$ cat src/frame_time_smoother_fixed_step_defines.svh
// ----------------------------------------------------------------------------
// Frame time smoother assertion macros
// Concurrent assertion wrappers, compiled out when NO_ASSERTIONS is set.
// ----------------------------------------------------------------------------
`ifndef FRAME_TIME_SMOOTHER_FIXED_STEP_DEFINES_SVH
`define FRAME_TIME_SMOOTHER_FIXED_STEP_DEFINES_SVH

`ifndef NO_ASSERTIONS
`define FTS_ASSERT(label, ck, rn, ante, cons) \
  label: assert property (@(posedge ck) disable iff (!rn) (ante) |-> (cons)) \
    else $error("fts assertion failed");
`define FTS_ASSERT_NEXT(label, ck, rn, ante, cons) \
  label: assert property (@(posedge ck) disable iff (!rn) (ante) |=> (cons)) \
    else $error("fts assertion failed");
`else
`define FTS_ASSERT(label, ck, rn, ante, cons)
`define FTS_ASSERT_NEXT(label, ck, rn, ante, cons)
`endif

`endif

$ cat src/fts_pkg.sv
// ----------------------------------------------------------------------------
// Frame time smoother package
// Field widths, limits, register indexes and the sequencer state type.
// ----------------------------------------------------------------------------
`default_nettype none

package fts_pkg;

  localparam int TIME_W      = 32;
  localparam int PERIOD_IN_W = 24;
  localparam int PERIOD_W    = 16;
  localparam int STEPS_W     = 8;
  localparam int LERP_W      = 16;
  localparam int ACC_W       = 17;
  localparam int CFG_IDX_W   = 8;
  localparam int CFG_DATA_W  = 16;
  localparam int IN_TDATA_W  = 56;
  localparam int OUT_TDATA_W = 80;

  localparam logic [PERIOD_W-1:0]  PERIOD_MAX     = 16'd51200;
  localparam logic [PERIOD_W-1:0]  STEP_MIN       = 16'd256;
  localparam logic [PERIOD_W-1:0]  FIXED_STEP_RST = 16'd4267;
  localparam logic [TIME_W-1:0]    FRAME_DELTA_MAX = 32'd200;
  localparam logic [STEPS_W-1:0]   STEPS_MAX      = 8'd255;

  localparam logic [CFG_IDX_W-1:0] REG_STEP_MODE  = 8'd0;
  localparam logic [CFG_IDX_W-1:0] REG_FIXED_STEP = 8'd1;

  typedef enum logic [2:0] {
    ST_IDLE,
    ST_PUSH,
    ST_AVG,
    ST_STEPS,
    ST_LERP,
    ST_DONE
  } fts_state_t;

endpackage

`default_nettype wire

$ cat src/fts_ram.sv
// ----------------------------------------------------------------------------
// Generic simple dual-port RAM
// One write port, one read port, read data registered.
// ----------------------------------------------------------------------------
`default_nettype none

module fts_ram #(
  parameter int WIDTH = 16,
  parameter int DEPTH = 16,
  parameter int AW    = (DEPTH > 1) ? $clog2(DEPTH) : 1
) (
  input  wire logic             clk,
  input  wire logic             we,
  input  wire logic [AW-1:0]    waddr,
  input  wire logic [WIDTH-1:0] wdata,
  input  wire logic             re,
  input  wire logic [AW-1:0]    raddr,
  output logic      [WIDTH-1:0] rdata
);

  logic [WIDTH-1:0] mem [DEPTH];

  always_ff @(posedge clk) begin
    if (we) begin
      mem[waddr] <= wdata;
    end
    if (re) begin
      rdata <= mem[raddr];
    end
  end

endmodule

`default_nettype wire

$ cat src/fts_div.sv
// ----------------------------------------------------------------------------
// Frame time smoother divider
// Restoring divider, one quotient bit per cycle, with a preset remainder.
// ----------------------------------------------------------------------------
`default_nettype none

`include "frame_time_smoother_fixed_step_defines.svh"

module fts_div import fts_pkg::*; #(
  parameter int DIVD_W = 20,
  parameter int NB_W   = 5
) (
  input  wire logic                clk,
  input  wire logic                rst_n,
  input  wire logic                start,
  input  wire logic [DIVD_W-1:0]   dividend,
  input  wire logic [PERIOD_W-1:0] divisor,
  input  wire logic [PERIOD_W-1:0] rem_init,
  input  wire logic [NB_W-1:0]     nbits,
  output logic                     done,
  output logic      [DIVD_W-1:0]   quot,
  output logic      [PERIOD_W-1:0] rem
);

  logic                busy_r;
  logic                done_r;
  logic [NB_W-1:0]     cnt_r;
  logic [DIVD_W-1:0]   dvd_r;
  logic [DIVD_W-1:0]   quot_r;
  logic [PERIOD_W-1:0] rem_r;
  logic [PERIOD_W-1:0] dsr_r;
  logic [PERIOD_W:0]   trial;
  logic [PERIOD_W:0]   diff;
  logic                ge;

  assign trial = {rem_r, dvd_r[DIVD_W-1]};
  assign diff  = trial - {1'b0, dsr_r};
  assign ge    = trial >= {1'b0, dsr_r};

  always_ff @(posedge clk) begin
    if (!rst_n) begin
      busy_r <= 1'b0;
      done_r <= 1'b0;
      cnt_r  <= '0;
    end else begin
      done_r <= 1'b0;
      if (start) begin
        busy_r <= 1'b1;
        cnt_r  <= nbits;
      end else if (busy_r) begin
        cnt_r <= cnt_r - 1'b1;
        if (cnt_r == NB_W'(1)) begin
          busy_r <= 1'b0;
          done_r <= 1'b1;
        end
      end
    end
  end

  always_ff @(posedge clk) begin
    if (start) begin
      dvd_r  <= dividend;
      dsr_r  <= divisor;
      rem_r  <= rem_init;
      quot_r <= '0;
    end else if (busy_r) begin
      dvd_r  <= {dvd_r[DIVD_W-2:0], 1'b0};
      quot_r <= {quot_r[DIVD_W-2:0], ge};
      rem_r  <= ge ? diff[PERIOD_W-1:0] : trial[PERIOD_W-1:0];
    end
  end

  assign done = done_r;
  assign quot = quot_r;
  assign rem  = rem_r;

  `FTS_ASSERT(a_start_idle, clk, rst_n, start, !busy_r)
  `FTS_ASSERT(a_done_not_busy, clk, rst_n, done_r, !busy_r)
  `FTS_ASSERT(a_rem_below, clk, rst_n, busy_r, rem_r < dsr_r)

endmodule

`default_nettype wire

$ cat src/frame_time_smoother_fixed_step.sv
// ----------------------------------------------------------------------------
// Frame time smoother with fixed step accumulator
// Windowed frame period average, spike and pause filtering, step counting.
// ----------------------------------------------------------------------------
// One input item per frame on the in_ channel: wall time and reported period
// in in_tdata, the restart flag in in_tuser. A restart item clears the window
// and accumulator, re-bases the clock and gives no result. Every other item
// gives one result item on the out_ channel.
// Configuration writes on the cfg_ channel are taken in any cycle and must
// only be issued while no item is in flight.
// The window lives in a one-port-read, one-port-write RAM; the running sum,
// fill count and head pointer sit in registers. A shared one-bit-per-cycle
// divider forms the average, the step count and the lerp fraction.
// An item passes through the push and average states and, in fixed mode, the
// step and lerp divides before the result state. One item at a time; in_tready
// rises again together with out_tvalid when the result is loaded. A restart
// item is taken without leaving the idle state.
// The result sits in an output register, so a stalled receiver does not stop
// the next item from being accepted; only a second result waits for it.
// Reset (rst_n low, synchronous) empties the window, zeroes the clock base
// and accumulator, and restores the register defaults.
// ----------------------------------------------------------------------------
`default_nettype none

`include "frame_time_smoother_fixed_step_defines.svh"

module frame_time_smoother_fixed_step import fts_pkg::*; #(
  parameter int WINDOW = 16
) (
  input  wire logic                   clk,
  input  wire logic                   rst_n,
  // [31:0] wall_time, [55:32] frame_period
  input  wire logic [IN_TDATA_W-1:0]  in_tdata,
  // [0] restart
  input  wire logic                   in_tuser,
  input  wire logic                   in_tvalid,
  output logic                        in_tready,
  // [15:0] logic_time, [23:16] step_count, [39:24] lerp_factor,
  // [40] suspended, [72:41] suspended_ms, [79:73] zero
  output logic      [OUT_TDATA_W-1:0] out_tdata,
  output logic                        out_tvalid,
  input  wire logic                   out_tready,
  input  wire logic                   cfg_valid,
  output logic                        cfg_ready,
  input  wire logic [CFG_IDX_W-1:0]   cfg_index,
  input  wire logic [CFG_DATA_W-1:0]  cfg_data
);

  localparam int HIST_AW = (WINDOW > 1) ? $clog2(WINDOW) : 1;
  localparam int CNT_W   = $clog2(WINDOW + 1);
  localparam int SUM_W   = PERIOD_W + $clog2(WINDOW);
  localparam int DIVD_W  = (SUM_W > ACC_W) ? SUM_W : ACC_W;
  localparam int NB_W    = $clog2(DIVD_W + 1);

  fts_state_t state_r, state_nxt;

  logic                   step_mode_r;
  logic [PERIOD_W-1:0]    fixed_step_r;
  logic [TIME_W-1:0]      prev_time_r;
  logic [TIME_W-1:0]      delta_r;
  logic [PERIOD_W-1:0]    val_r;
  logic [CNT_W-1:0]       hist_cnt_r;
  logic [HIST_AW-1:0]     head_r;
  logic [SUM_W-1:0]       sum_r;
  logic [ACC_W-1:0]       acc_r;
  logic [PERIOD_W-1:0]    res_logic_r;
  logic [STEPS_W-1:0]     res_steps_r;
  logic [LERP_W-1:0]      res_lerp_r;
  logic                   res_susp_r;
  logic [OUT_TDATA_W-1:0] out_tdata_r;
  logic                   out_tvalid_r;

  logic                   in_accept;
  logic                   in_restart;
  logic [TIME_W-1:0]      in_wall;
  logic [PERIOD_IN_W-1:0] in_period;
  logic [TIME_W-1:0]      delta_c;
  logic [PERIOD_W-1:0]    frame_c;
  logic [PERIOD_W-1:0]    period_c;
  logic [PERIOD_W-1:0]    step_eff;

  logic [PERIOD_W-1:0]    rd_data;
  logic                   ram_we;
  logic                   hist_full;
  logic [SUM_W-1:0]       sum_nxt;
  logic [CNT_W-1:0]       cnt_nxt;

  logic                   div_start;
  logic [DIVD_W-1:0]      div_dividend;
  logic [PERIOD_W-1:0]    div_divisor;
  logic [PERIOD_W-1:0]    div_rem_init;
  logic [NB_W-1:0]        div_nbits;
  logic                   div_done;
  logic [DIVD_W-1:0]      div_quot;
  logic [PERIOD_W-1:0]    div_rem;

  logic [PERIOD_W-1:0]    avg;
  logic [PERIOD_W+1:0]    avg3;
  logic [PERIOD_W-1:0]    logic_v;
  logic                   susp_v;
  logic                   susp_f;
  logic [PERIOD_W-1:0]    frame_f;
  logic [ACC_W-1:0]       acc_sum;
  logic                   out_load;

  // delta * 256 > 10 * x, with a negative delta never a pause
  function automatic logic pause_hit(input logic [TIME_W-1:0] d,
                                     input logic [PERIOD_W-1:0] x);
    logic [TIME_W+7:0]   d256;
    logic [PERIOD_W+3:0] x10;
    d256 = {d, 8'h00};
    x10  = {x, 3'b000} + {3'b000, x, 1'b0};
    return !d[TIME_W-1] && (d256 > (TIME_W + 8)'(x10));
  endfunction

  assign in_accept  = in_tvalid && in_tready;
  assign in_wall    = in_tdata[TIME_W-1:0];
  assign in_period  = in_tdata[TIME_W+PERIOD_IN_W-1:TIME_W];
  assign in_restart = in_tuser;
  assign cfg_ready  = 1'b1;

  assign delta_c = in_wall - prev_time_r;

  always_comb begin
    if (delta_c[TIME_W-1] || (delta_c == '0)) begin
      frame_c = '0;
    end else if (delta_c >= FRAME_DELTA_MAX) begin
      frame_c = PERIOD_MAX;
    end else begin
      frame_c = {delta_c[7:0], 8'h00};
    end
  end

  assign period_c = (in_period > PERIOD_IN_W'(PERIOD_MAX)) ? PERIOD_MAX
                                                          : in_period[PERIOD_W-1:0];

  assign step_eff = (fixed_step_r < STEP_MIN)   ? STEP_MIN :
                    (fixed_step_r > PERIOD_MAX) ? PERIOD_MAX : fixed_step_r;

  assign hist_full = hist_cnt_r == CNT_W'(WINDOW);
  assign sum_nxt   = sum_r - (hist_full ? SUM_W'(rd_data) : '0) + SUM_W'(val_r);
  assign cnt_nxt   = hist_full ? hist_cnt_r : hist_cnt_r + 1'b1;

  assign avg     = div_quot[PERIOD_W-1:0];
  assign avg3    = {1'b0, avg, 1'b0} + {2'b00, avg};
  assign logic_v = ({2'b00, val_r} > avg3) ? avg : val_r;
  assign susp_v  = pause_hit(delta_r, logic_v);
  assign susp_f  = pause_hit(delta_r, avg);
  assign frame_f = susp_f ? avg : val_r;
  assign acc_sum = acc_r + ACC_W'(frame_f);

  assign out_load = !out_tvalid_r || out_tready;

  fts_ram #(
    .WIDTH (PERIOD_W),
    .DEPTH (WINDOW),
    .AW    (HIST_AW)
  ) u_hist (
    .clk   (clk),
    .we    (ram_we),
    .waddr (head_r),
    .wdata (val_r),
    .re    (in_accept),
    .raddr (head_r),
    .rdata (rd_data)
  );

  fts_div #(
    .DIVD_W (DIVD_W),
    .NB_W   (NB_W)
  ) u_div (
    .clk      (clk),
    .rst_n    (rst_n),
    .start    (div_start),
    .dividend (div_dividend),
    .divisor  (div_divisor),
    .rem_init (div_rem_init),
    .nbits    (div_nbits),
    .done     (div_done),
    .quot     (div_quot),
    .rem      (div_rem)
  );

  always_comb begin
    state_nxt = state_r;
    case (state_r)
      ST_IDLE: begin
        if (in_accept && !in_restart) begin
          state_nxt = ST_PUSH;
        end
      end
      ST_PUSH: begin
        state_nxt = ST_AVG;
      end
      ST_AVG: begin
        if (div_done) begin
          state_nxt = step_mode_r ? ST_STEPS : ST_DONE;
        end
      end
      ST_STEPS: begin
        if (div_done) begin
          state_nxt = ST_LERP;
        end
      end
      ST_LERP: begin
        if (div_done) begin
          state_nxt = ST_DONE;
        end
      end
      ST_DONE: begin
        if (out_load) begin
          state_nxt = ST_IDLE;
        end
      end
      default: begin
        state_nxt = ST_IDLE;
      end
    endcase
  end

  always_comb begin
    in_tready    = 1'b0;
    ram_we       = 1'b0;
    div_start    = 1'b0;
    div_dividend = '0;
    div_divisor  = step_eff;
    div_rem_init = '0;
    div_nbits    = NB_W'(DIVD_W);
    case (state_r)
      ST_IDLE: begin
        in_tready = 1'b1;
      end
      ST_PUSH: begin
        ram_we       = 1'b1;
        div_start    = 1'b1;
        div_dividend = DIVD_W'(sum_nxt);
        div_divisor  = PERIOD_W'(cnt_nxt);
      end
      ST_AVG: begin
        div_start    = div_done && step_mode_r;
        div_dividend = DIVD_W'(acc_sum);
      end
      ST_STEPS: begin
        div_start    = div_done;
        div_rem_init = div_rem;
        div_nbits    = NB_W'(LERP_W);
      end
      ST_LERP, ST_DONE: begin
        div_start = 1'b0;
      end
      default: begin
        in_tready = 1'b0;
      end
    endcase
  end

  always_ff @(posedge clk) begin
    if (!rst_n) begin
      state_r      <= ST_IDLE;
      out_tvalid_r <= 1'b0;
      step_mode_r  <= 1'b0;
      fixed_step_r <= FIXED_STEP_RST;
      prev_time_r  <= '0;
      hist_cnt_r   <= '0;
      head_r       <= '0;
      sum_r        <= '0;
      acc_r        <= '0;
    end else begin
      state_r <= state_nxt;

      if (cfg_valid && cfg_ready) begin
        if (cfg_index == REG_STEP_MODE) begin
          step_mode_r <= cfg_data[0];
        end else if (cfg_index == REG_FIXED_STEP) begin
          fixed_step_r <= cfg_data;
        end
      end

      if (in_accept) begin
        prev_time_r <= in_wall;
        if (in_restart) begin
          hist_cnt_r <= '0;
          head_r     <= '0;
          sum_r      <= '0;
          acc_r      <= '0;
        end
      end

      if (state_r == ST_PUSH) begin
        sum_r      <= sum_nxt;
        hist_cnt_r <= cnt_nxt;
        head_r     <= (head_r == HIST_AW'(WINDOW - 1)) ? '0 : head_r + 1'b1;
      end

      if ((state_r == ST_AVG) && div_done && step_mode_r) begin
        acc_r <= acc_sum;
      end
      if ((state_r == ST_STEPS) && div_done) begin
        acc_r <= ACC_W'(div_rem);
      end

      if ((state_r == ST_DONE) && out_load) begin
        out_tvalid_r <= 1'b1;
      end else if (out_tready) begin
        out_tvalid_r <= 1'b0;
      end
    end
  end

  always_ff @(posedge clk) begin
    if (in_accept) begin
      delta_r <= delta_c;
      val_r   <= step_mode_r ? frame_c : period_c;
    end

    if ((state_r == ST_AVG) && div_done) begin
      if (step_mode_r) begin
        res_logic_r <= step_eff;
        res_susp_r  <= susp_f;
      end else begin
        res_logic_r <= logic_v;
        res_susp_r  <= susp_v;
        res_steps_r <= '0;
        res_lerp_r  <= '0;
      end
    end

    if ((state_r == ST_STEPS) && div_done) begin
      res_steps_r <= (div_quot > DIVD_W'(STEPS_MAX)) ? STEPS_MAX : div_quot[STEPS_W-1:0];
    end

    if ((state_r == ST_LERP) && div_done) begin
      res_lerp_r <= div_quot[LERP_W-1:0];
    end

    if ((state_r == ST_DONE) && out_load) begin
      out_tdata_r <= {7'b0000000,
                      (res_susp_r ? delta_r : '0),
                      res_susp_r,
                      res_lerp_r,
                      res_steps_r,
                      res_logic_r};
    end
  end

  assign out_tdata  = out_tdata_r;
  assign out_tvalid = out_tvalid_r;

  `FTS_ASSERT(a_cnt_bound, clk, rst_n, 1'b1, hist_cnt_r <= CNT_W'(WINDOW))
  `FTS_ASSERT_NEXT(a_restart_clear, clk, rst_n, in_accept && in_restart, hist_cnt_r == '0 && sum_r == '0 && acc_r == '0)
  `FTS_ASSERT(a_acc_below_step, clk, rst_n, state_r == ST_LERP, acc_r < ACC_W'(step_eff))

endmodule

`default_nettype wire

$ cat config.mk
export PLATFORM = sky130hd
export DESIGN_NAME = frame_time_smoother_fixed_step
export DESIGN_NICKNAME = d
export VERILOG_FILES = /design/src/fts_pkg.sv /design/src/fts_ram.sv /design/src/fts_div.sv /design/src/frame_time_smoother_fixed_step.sv
export VERILOG_INCLUDE_DIRS = /design/src /design/src/src
export SDC_FILE = /design/constraint.sdc
export NUM_CORES = 1
export LEC_CHECK = 0
export ABC_AREA = 1
export BUFFER_PORTS_ARGS = -buffer_cell sky130_fd_sc_hd__buf_2
export CAP_MARGIN = 10
export CORE_UTILIZATION = 26
export DETAILED_ROUTE_END_ITERATION = 10
export HOLD_SLACK_MARGIN = 0.08
export PLACE_DENSITY = 0.41
export SLEW_MARGIN = 10
export SYNTH_ARGS = -nofsm -noshare
export SYNTH_HDL_FRONTEND = slang
export SYNTH_SLANG_ARGS = --single-unit
$ cat constraint.sdc
create_clock -name clk -period 7.53 [get_ports clk]
set_input_delay 0.3765 -clock clk [delete_from_list [all_inputs] [get_ports clk]]
set_output_delay 0.3765 -clock clk [all_outputs]
set_load 0.01 [all_outputs]
=== Word level (Yosys, flattened, before mapping) ===
Memory sizes are Yosys's and may differ from the RTL's. A register that Yosys moved wholly into a read port is not among the register bits.
Cells that the tools add are included.

* Add/subtract/negate cells: 11
* Magnitude comparators: 9
* Eq/ne operators: 17
* Mux-type cells: 62
* Bitwise operators: 3
* Reduce and logical (&&, ||, !) cells: 39

{| class="wikitable"
|+ Operators with widths
! cell !! count
|-
| $mux W16 || 18
|-
| $mux W20 || 5
|-
| $gt A40 B20 Y1 || 2
|-
| $mux W17 || 3
|-
| $add A19 B17 Y20 || 2
|-
| $pmux W20 S2 || 1
|-
| $mux W5 || 7
|-
| $ge A32 B8 Y1 const B || 1
|-
| $logic_not A32 Y1 || 1
|-
| $mux W8 || 4
|-
| $sub A32 B32 Y32 || 1
|-
| $gt A24 B16 Y1 const B || 1
|-
| $mux W3 || 7
|-
| $add A20 B16 Y20 || 1
|-
| $gt A20 B8 Y1 const B || 1
|-
| $sub A20 B16 Y20 || 1
|-
| $add A17 B16 Y18 || 1
|-
| $gt A16 B18 Y1 || 1
|-
| $pmux W3 S6 || 1
|-
| $add A17 B16 Y17 || 1
|-
| $ge A17 B16 Y1 || 1
|-
| $gt A16 B16 Y1 const B || 1
|-
| $lt A16 B9 Y1 const B || 1
|-
| $mux W4 || 4
|-
| other kinds (28) || 74
|}

* Bits in registers: 340
* Bits in writable memories: 256
* Input port bits: 86
* Output and inout bits: 83
* Memories: 1

{| class="wikitable"
|+ Memory list
! name !! words !! bits a word !! read ports !! clocked after Yosys merged registers in !! wr ports !! line !! source
|-
| u_hist.mem || 16 || 16 || 1 || 1 || 1 || fts_ram.sv:21 || <nowiki>logic [WIDTH-1:0] mem [DEPTH];</nowiki>
|}

=== Logic depth before layout (Yosys ltp) ===
* Depth after elaboration: 7
* Depth in mapped cells: 42
* Mapped depth without buffers: 41

=== By module ===
Synthesis repeated with hierarchy kept, for this count alone.

* Cells, all modules: 4209
* Area total of the unflattened synthesis: 34971.0 sq um

{| class="wikitable"
|+ Modules (own cells, without submodules)
! module !! times used !! cells an instance !! area an instance (sq um) !! sequential area each (sq um)
|-
| frame_time_smoother_fixed_step || 1 || 2591 || 19019.5 || 6846.6
|-
| fts_ram || 1 || 1074 || 11541.1 || 8167.8
|-
| fts_div || 1 || 544 || 4410.5 || 2102.0
|}

=== Worst setup path after synthesis ===
Ideal clock, no wire load.

* Path type: register to register
* Start: register u_div.quot_r[1], in the netlist u_div.quot[1]
* End: register res_susp_r (data pin)
* Library setup time: 253 ps
* Arrival: 5359 ps
* Data required time: 7277 ps
* Slack: 1919 ps
* Cell stages (with the launch flop): 40
* Buffers on the path: 2
* Period minus slack after synthesis: 5611 ps
* Path through: dfxtp_1 ha_1 fa_1 nand3_1 nand2_1 nand2_1 a21oi_1 inv_1 o21ai_0 a31oi_1 xor2_1 ha_1 nand2_1 nor2_1 nand4_1 nand3_2 buf_6 buf_6 (+4 left out) nand3_1 nand2_1 a21oi_1 nor2_1 o21ai_0 nand2_1 a21oi_1 o21ai_0 xor2_1 ha_1 nand2_1 nor3_1 and3_1 nand4_1 nor2_1 nor2_1 nand2_1 nand2_1

* Word-level cells in the longest chain between the ends: 7
* Elaborated cells between the ends (all ways): 10
* Classes of those cells: add/sub: 3; order compare: 3; mux: 2; reduce/logical: 2

{| class="wikitable"
|+ Ends and longest elaborated chain
! item !! line !! source
|-
| start: declaration || fts_div.sv:29 || <nowiki>logic [DIVD_W-1:0] quot_r;</nowiki>
|-
| start signal: assignment || fts_div.sv:68 || <nowiki>quot_r <= {quot_r[DIVD_W-2:0], ge};</nowiki>
|-
| $add A17 B16 Y18 || frame_time_smoother_fixed_step.sv:145 || <nowiki>assign avg3 = {1'b0, avg, 1'b0} + {2'b00, avg};</nowiki>
|-
| $gt A16 B18 Y1 || frame_time_smoother_fixed_step.sv:146 || <nowiki>assign logic_v = ({2'b00, val_r} > avg3) ? avg : val_r;</nowiki>
|-
| $mux W16 || frame_time_smoother_fixed_step.sv:146 ||
|-
| $add A19 B17 Y20 || frame_time_smoother_fixed_step.sv:112 || <nowiki>x10 = {x, 3'b000} + {3'b000, x, 1'b0};</nowiki>
|-
| $gt A40 B20 Y1 || frame_time_smoother_fixed_step.sv:113 || <nowiki>return !d[TIME_W-1] && (d256 > (TIME_W + 8)'(x10));</nowiki>
|-
| $logic_and A1 B1 Y1 || frame_time_smoother_fixed_step.sv:113 ||
|-
| $mux W1 (*) || frame_time_smoother_fixed_step.sv:317 || <nowiki>if (step_mode_r) begin</nowiki>
|-
| end signal: assignment || frame_time_smoother_fixed_step.sv:319 || <nowiki>res_susp_r <= susp_f;</nowiki>
|-
| end signal: assignment || frame_time_smoother_fixed_step.sv:322 || <nowiki>res_susp_r <= susp_v;</nowiki>
|-
| end: declaration || frame_time_smoother_fixed_step.sv:69 || <nowiki>logic res_susp_r;</nowiki>
|}

Mark *: on every way between the ends. The rest lies on a longest branch, timed or not.
A chain may end at the register's enable or synchronous reset.

=== Final worst setup path ===
Ends and elaborated chain as after synthesis.

==> results by group <==
STA
  • Max frequency: ~150 MHz
  • Worst slew margin: 25.00%
  • Worst Skew: roughly 0.037 ns
  • Fin Setup TNS: 0 ns
  • RSZ-0062 raised after global routing: no
  • Min cycle time layout: approximately 6.7 ns
  • Hold Vio Cnt, Final: 0
  • Hold Slack: 0.1274 ns
  • Final setup viols: 0
  • Final setup margin: approximately 0.8 ns
  • Tcrit/Tclk final: slightly below 90%
  • Max Slew Vio Count: 0
  • Worst Tran Pin Value: 1.122 ns

Cells and area
  • Fin util: between 30% and 40%
  • Nets: 4,192
  • Non-filler cells, final: around 5,600
  • Area Growth Syn to Fin: 17.84%
  • Design area: between 0.03 and 0.04 sq mm
  • Layout cells sized above 1: a little under an eighth

Route
  • Routed wire length: around 110 mm
  • 1st-iter DRT viols: 1,775
  • Routed len/inst: 19.86 um
  • Pre-antenna DRT Iters: 7
  • Via density: between 4 and 5
  • Vias: roughly 26,000
  • Drt drc: 0
  • Antenna viol nets, final: 0

Place
  • # port buffers: 160
  • Placed cells: between 5,000 and 6,000
  • Routability Congestion: slightly below 0.9
  • Dpl ws: between 0.8 and 0.9 ns
  • Post-DP HPWL: between 80 and 90 mm
  • Placement Cell Area: ~0.036 sq mm

Floorplanning
  • Die Area: between 0.1 and 0.15 sq mm
  • Die height: between 300 and 400 um
  • Core Area: between 0.1 and 0.15 sq mm
  • # IOs: around 170
  • Horiz. Die Dim: roughly 360 um
  • Starting Density: 26.24%
  • Row count: 130

Synth
  • Area contributors post-synth: edfxtp_1, nand2_1, dfxtp_1
  • Synth warn: 0
  • Post-synth EDFFs: between 400 and 500
  • Syn Area/Cell: around 9 sq um
  • Area leader, netlist: edfxtp_1
  • Synth async-reset ratio: 0%
  • Mapped Area: between 0.03 and 0.04 sq mm
  • Top post-synthesis cells by count: nand2_1, inv_1, edfxtp_1
  • Distinct cells, synth: 70
  • Cells after synthesis: 3,666
  • Yosys reg bits: around 600
  • Top cell type's share of synthesized area: between 40% and 50%
  • Top-count cell post-synth: nand2_1
  • Ys flop type: edfxtp_1
  • Sequential area share after synthesis: between 50% and 60%

CTS
  • Sink Count: slightly above 600
  • CTS Buf Count: 78
  • CTS Hold Buffers Added: 52
  • CTS tree: built
  • CTS root buffer: clkbuf_16
  • Buffer depth of the longest clock path: 3
  • H-tree depth: 3
  • Resize count post-CTS: 0
  • Reg clk slew, reported paths: 0.06 ns
  • # Post-CTS Setup Buffers: 0
  • Worst skew pair latency: 0.67 ns

Global route
  • Antenna violations before repair: 7
  • First-pass GRT wire length: 164.6 mm
  • Vias in the first global route: approximately 25,000
  • GR Overflow Total: 0
  • Total track usage: between 15 and 20%
  • Largest net degree at the start of global routing: 87

Setup path
  • CP endpoint kind: flop
  • Critical Path AT: approximately 7 ns
  • Worst r2r src: u_div.quot[1]$_SDFFE_PP0P_
  • Critical path class: reg -> reg
  • Reg2Reg Depth: 37
  • Crit path required time: 7.93 ns
  • CP peak stage delay: between 0.5 and 0.6 ns
  • Startpoint class of the critical path: flop
  • R2R Path End: res_susp_r$_DFFE_PP_
  • Slowest stage cell, crit path: nand3_2
  • Reg2Reg Setup Slack: about 0.80 ns
  • Crit Path Max Fanout: 30
  • Cell with the most instances on the worst path: nand2_1

Power
  • Static leakage: between 15 and 20 nW
  • Worst IR Drop VDD: ~0.15 mV
  • Power Total: around 13 mW
  • PwrDens: approximately 330 mW/mm^2

Status
  • Status: finished, final reports clean

Min path
  • Cell depth of the worst hold path: 3
  • WHS Endpoint: val_r[6]$_SDFFCE_PP0P_
  • Hold Crit Start: in_tdata[38]
  • Min-Delay Path Class: in -> reg

Flow run
  • Max_cap viols: 0
kinds of logic after synthesis:
| family | Yosys count | share of synthesized area [%] |
|---|---|---|
| simple gates | 1439 | 18.54 |
| flops | 612 | 51.81 |
| other cells | 2 | 0.02273 |
| xor+xnor | 76 | 2.038 |
| buf+inv | 644 | 7.636 |
| fa+ha+maj | 203 | 8.189 |
| compound gates | 690 | 11.76 |
registers in the layout, indices dropped and copies added, names as in the netlist, 17 cells and up:
signal,cells
prev_time_r,32
u_div.quot,20
delta_r,32
u_hist.mem,256
acc_r,17
sum_r,20
u_div.dvd_r,20
out_tdata,73
worst max-delay path by stage:
stage	from	endpoint	slack (ns)	cells past startpoint
floorplan	u_div.quot[1]$_SDFFE_PP0P_	res_susp_r$_DFFE_PP_	1.92	39
global placement	u_div.quot[1]$_SDFFE_PP0P_	res_susp_r$_DFFE_PP_	0.95	37
detailed placement	u_div.quot[1]$_SDFFE_PP0P_	res_susp_r$_DFFE_PP_	0.88	37
CTS	u_div.quot[1]$_SDFFE_PP0P_	res_susp_r$_DFFE_PP_	0.84	35
global route	u_div.quot[1]$_SDFFE_PP0P_	res_susp_r$_DFFE_PP_	0.04	39
finish	u_div.quot[1]$_SDFFE_PP0P_	res_susp_r$_DFFE_PP_	0.80	37
cell usage in the layout (no fill, tap or decap), types with 6 or more instances in the layout:
cell	netlist	routed
buf_2	15	160
o22ai_1	84	84
a31oi_1	35	35
clkinv_2	0	14
ha_1	181	181
nor2_1	370	367
fa_1	22	22
inv_2	19	20
clkinv_1	5	16
o21bai_1	9	9
clkbuf_16	0	81
and2_1	6	6
o21ai_1	27	27
dlygate4sd3_1	0	52
a21o_1	12	12
o21a_1	6	6
a21oi_1	205	205
nor4_1	12	12
nor2_2	23	25
nand3_1	135	135
clkbuf_1	80	17
nand2_2	24	24
o211ai_1	6	6
o21ai_0	260	260
inv_1	500	497
or2_2	6	6
edfxtp_1	486	486
xor2_1	49	49
nand3_2	6	6
conb_1	2	8
dfxtp_1	126	124
nor3_1	28	28
nand4_1	62	62
xnor2_1	26	26
nand2_1	742	742
clkbuf_8	0	6
buf_4	13	59
area by class of cell:
class	instances	area, sq um
diodes	1	2.502
fillers	13405	86970
clock buffers	104	2173
multi-input cells	2416	13440
inverters	524	1969
well taps	1650	2064
repair buffers	271	1764
clock inverters	40	396.6
flip-flops and latches	612	17120
per-layer routing:
layer	global-route usage, %	vias to the layer above	routed length [um]
met5	0	-	0
met2	29.70	498	54200
met1	22.55	12459	50070
met3	1.807	153	3874
met4	5.762	0	3416
li1	-	12861	-
power by group:
| part | total, mW | leakage, nW | switching, mW | internal [mW] |
|---|---|---|---|---|
| clock | 3.78 | 1.25 | 1.56 | 2.22 |
| combinational | 4.44 | 9.36 | 3.04 | 1.39 |
| sequential | 4.63 | 5.53 | 0.311 | 4.32 |
worst max-delay path: cells and delay by family (launching register included):
kind / cells / cell delay (ns)
flip-flops: 1 / 0.49
buffers and inverters: 1 / 0.05
AND/OR/NAND/NOR: 20 / 2.43
XOR/XNOR: 2 / 0.33
AO/OA/AOI/OAI: 8 / 1.43
adder cells (fa/ha/maj): 6 / 1.73
Power figures use the tool's default switching activity.
